### config.mk
export PLATFORM = sky130hd
export DESIGN_NAME = sle_alu
export DESIGN_NICKNAME = d
export VERILOG_FILES = /design/src/sle_pkg.sv /design/src/sle_alu.sv
export SDC_FILE = /design/constraint.sdc
export NUM_CORES = 1
export LEC_CHECK = 0
export BUFFER_PORTS_ARGS = -buffer_cell sky130_fd_sc_hd__buf_2
export CORE_MARGIN = 1
export CORE_UTILIZATION = 40
export DETAILED_ROUTE_END_ITERATION = 6
export PLACE_DENSITY = 0.82
export SLEW_MARGIN = 25
export SYNTH_ARGS = -nofsm -noshare
export SYNTH_HDL_FRONTEND = slang
export SYNTH_SLANG_ARGS = --single-unit
### constraint.sdc
create_clock -name vclk -period 6.11
set_input_delay 0.9165 -clock vclk [all_inputs]
set_output_delay 0.9165 -clock vclk [all_outputs]
set_load 0.05 [all_outputs]
### src/sle_pkg.sv
// ----------------------------------------------------------------------------
// Sprite List Engine Package
// Shared types and constants for the sprite list tile expander.
// ----------------------------------------------------------------------------
package sle_pkg;

   localparam int SPRITE_WORDS_DEFAULT = 2048;

   localparam int WORD_W   = 16;
   localparam int ADDR_IN_W = 11;
   localparam int POS_W    = 12;
   localparam int CODE_W   = 17;
   localparam int CSR_IDX_W = 2;
   localparam int CSR_DATA_W = 9;

   typedef enum logic [1:0] {
      OP_WRITE  = 2'd0,
      OP_FRAME  = 2'd1,
      OP_STEP   = 2'd2,
      OP_IGNORE = 2'd3
   } op_type;

   typedef enum logic [CSR_IDX_W-1:0] {
      CSR_PRI_MATCH = 2'd0,
      CSR_PRI_MASK  = 2'd1,
      CSR_FLIP      = 2'd2,
      CSR_HSHIFT    = 2'd3
   } csr_idx_type;

   typedef enum logic {
      ALU_ADD = 1'b0,
      ALU_SUB = 1'b1
   } alu_op_type;

   typedef struct packed {
      alu_op_type        op;
      logic [POS_W-1:0]  a;
      logic [POS_W-1:0]  b;
   } alu_req_type;

   localparam logic [2:0] WORD_TAG  = 3'd0;
   localparam logic [2:0] WORD_SIZE = 3'd1;
   localparam logic [2:0] WORD_CODE = 3'd3;
   localparam logic [2:0] WORD_XPOS = 3'd4;
   localparam logic [2:0] WORD_YPOS = 3'd6;
   localparam logic [2:0] WORD_ATTR = 3'd7;

   localparam logic [POS_W-1:0] X_MIRROR      = 12'd368;
   localparam logic [POS_W-1:0] Y_MIRROR      = 12'd240;
   localparam logic [POS_W-1:0] TILE_STEP     = 12'd16;
   localparam logic [POS_W-1:0] TILE_STEP_NEG = 12'hff0;

endpackage

### src/sle_alu.sv
// ----------------------------------------------------------------------------
// Sprite List Engine Position Unit
// Shared 12-bit add/subtract unit for entry start positions and tile steps.
// ----------------------------------------------------------------------------
module sle_alu (
   input  sle_pkg::alu_req_type         req,
   output logic [sle_pkg::POS_W-1:0]    result
);

   always_comb begin
      case (req.op)
         sle_pkg::ALU_ADD: result = req.a + req.b;
         sle_pkg::ALU_SUB: result = req.a - req.b;
         default:          result = req.a + req.b;
      endcase
   end

endmodule

==> metrics.log <==
INFO  metric postCtsSetupRepairBufs = 0
INFO  metric antennaDiodeCount = 0
INFO  metric hold_slack = roughly 2.3 ns
INFO  metric grt_use_met2 = 0.368
INFO  metric vias = 820
INFO  metric start_util = 0.427
INFO  metric grt.overflow.total = 0
INFO  metric io_buffer_count = 37
INFO  metric hp-class = in -> out
INFO  metric final.period_utilization = 0.751
INFO  metric fmaxAchievable = 0.218 GHz
INFO  metric grt_pass1_wl = 2980 microns
INFO  metric total_power = ~0.21 mW
INFO  metric post-route-drc-count = 0
INFO  metric maxSlewHeadroom = 0.781
INFO  metric unrepaired_setup_endpoints_after_global_routing = no
INFO  metric timing.final.crit_period = roughly 4.6 ns
INFO  metric std_cell_rows = 15
INFO  metric outcome = completed
INFO  metric syn_avg_cell_area = around 7.4 sq um
INFO  metric ys_warn_count = 0
INFO  metric nFlopsAndLatches = 0
INFO  metric report.final.hold_viol_count = 0
INFO  metric maxCapViolations = 0
INFO  metric initialDrtViolationCount = 12
INFO  metric die_h = 44.9 microns
INFO  metric crit_type = in -> out
INFO  metric synth.net_count = 138
INFO  metric timing.final.setup_violations = 0
INFO  metric netlist-cell-type-count = 29
INFO  metric cts_hold_buf = 0
INFO  metric synthCells = 100
INFO  metric antenna_found_initial = 0
INFO  metric grt_start_max_net_pins = 12
INFO  metric final.setup.tns = 0 ns
INFO  metric final-seq-area = 0 sq um
INFO  metric die_area = ~2000 sq um
INFO  metric tightestPinTransition = 0.329 ns
INFO  metric cts_repair_resize_count = 0
INFO  metric ratio_of_cells_with_drive_above_1_in_the_final_layout = 0.324
INFO  metric globalRoute.busiestLayer = met2
INFO  metric hpwl_after_detailed_placement = 1640 microns
INFO  metric critical_path_required = roughly 5.2 ns
INFO  metric p_leak = 0.460 nW
INFO  metric coreArea = roughly 1700 sq um
INFO  metric number_of_vias_per_cell = 5.09
INFO  metric die_width = 44.9 microns
INFO  metric grt.total_usage = 0.190
INFO  metric dpl.cell_count = 161
INFO  metric num-clock-buffers = 0
INFO  metric cell_count_final_fillers_out = approximately 160
INFO  metric peakVddDrop = 0.000108 V
INFO  metric post_synth_instance_area = 737 sq um
INFO  metric layout_net_count = approximately 180
INFO  metric postRouteWirelength = roughly 1900 microns
INFO  metric detail_route.first_pass.iterations = 4
INFO  metric pwr_density_cell = between 200 and 250 nW/um^2
INFO  metric grt_use_met1 = 0.237
INFO  metric area_growth_syn_to_layout = 28.7%
INFO  metric critical_path_arrival = 3.67 ns
INFO  metric post-route-util = 0.549
INFO  metric critPathLaunchType = input pin
INFO  metric cp-end-kind = primary output
INFO  metric io_pins = 37
INFO  metric place_congestion = 0.873
INFO  metric yosysSeqAreaShare = 0
INFO  metric final_max_slew_viol_count = 0
INFO  metric critical_path_peak_fanout = 4
INFO  metric drt.antenna.violating_nets = 0
INFO  metric detail_route.wl_per_cell = approximately 12 microns
INFO  metric fillers = 190
INFO  metric gr_util_met3 = 0.00800
INFO  metric grt_pass1_vias = 756
synthesized netlist by cell type, drive strengths merged:
cell / instances / share of area
o31ai: 2 / 0.027
or2: 1 / 0.0085
a21o: 2 / 0.020
nor2: 14 / 0.071
nand2b: 2 / 0.017
a31oi: 1 / 0.0085
inv: 7 / 0.036
mux2i: 1 / 0.014
or4: 1 / 0.010
fa: 1 / 0.027
buf: 1 / 0.0068
xnor2: 15 / 0.18
and3: 2 / 0.019
and4bb: 1 / 0.017
nor2b: 4 / 0.034
o21a: 2 / 0.020
o21bai: 2 / 0.020
ha: 12 / 0.20
a211oi: 4 / 0.048
nor3: 4 / 0.034
a21oi: 9 / 0.061
xor2: 4 / 0.048
a21boi: 1 / 0.010
a221oi: 1 / 0.020
o21ai: 6 / 0.041
cells by family (layout without fill, tap and decap cells):
group,count (synthesis),count (layout),synth area share
AO/OA/AOI/OAI,30,30,0.277
adder cells (fa/ha/maj),13,13,0.231
multiplexers,1,1,0.0136
AND/OR/NAND/NOR,29,29,0.211
buffers and inverters,8,44,0.0424
XOR/XNOR,19,19,0.226
area by class of cell:
class	count	area, sq um	share of cell area
inverters	7	26.3	0.0277
multi-input cells	92	706	0.744
well taps	25	31.3	0.0330
repair buffers	37	185	0.195
cells in the final DEF (no fill, tap or decap), types with 3 or more instances in the layout:
master / count
o21ai_0: 6
buf_2: 37
a211oi_1: 3
xnor2_1: 15
xor2_1: 4
nor2b_1: 4
ha_1: 12
inv_1: 7
a21oi_1: 9
nor2_1: 14
nor3_1: 3
path summary, 6_finish.rpt:
| kind | from | end | slack, ns | cells after the start |
|---|---|---|---|---|
| worst max-delay path | req[0] | result[11] | 1.52 | 14 |
| worst min-delay path | req[0] | result[0] | 2.32 | 4 |
power breakdown:
group	total (mW)	internal [mW]	switching, mW
clock network	0	0	0
logic	0.212	0.0656	0.146
registers	0	0	0
metrics by stage:
stage / cell area, sq um / setup slack, ns
finish: 948 / 1.52
detailed placement: 948 / 1.54
global route: 948 / 1.35
floorplan: 737 / 1.62
CTS: 948 / 1.54
global placement: 948 / 1.65
worst max-delay path, stage by stage:
cell	delay [ns]
buf_2	0.12
inv_1	0.06
ha_1	0.16
nand2b_1	0.07
or4_1	0.45
nor2b_1	0.17
xnor2_1	0.13
ha_1	0.34
a211oi_2	0.22
o21bai_1	0.11
a21o_1	0.20
a221oi_2	0.29
xnor2_1	0.15
buf_2	0.28
metal layers:
| layer | up-vias | part of all wire | wire [microns] |
|---|---|---|---|
| met5 | - | 0 | 0 |
| met2 | 22 | 0.52 | 966 |
| met1 | 366 | 0.44 | 819 |
| met3 | 2 | 0.033 | 62 |
| met4 | 0 | 0.0043 | 8 |
| li1 | 430 | - | - |
No activity file was read; power rests on OpenSTA's default activity.
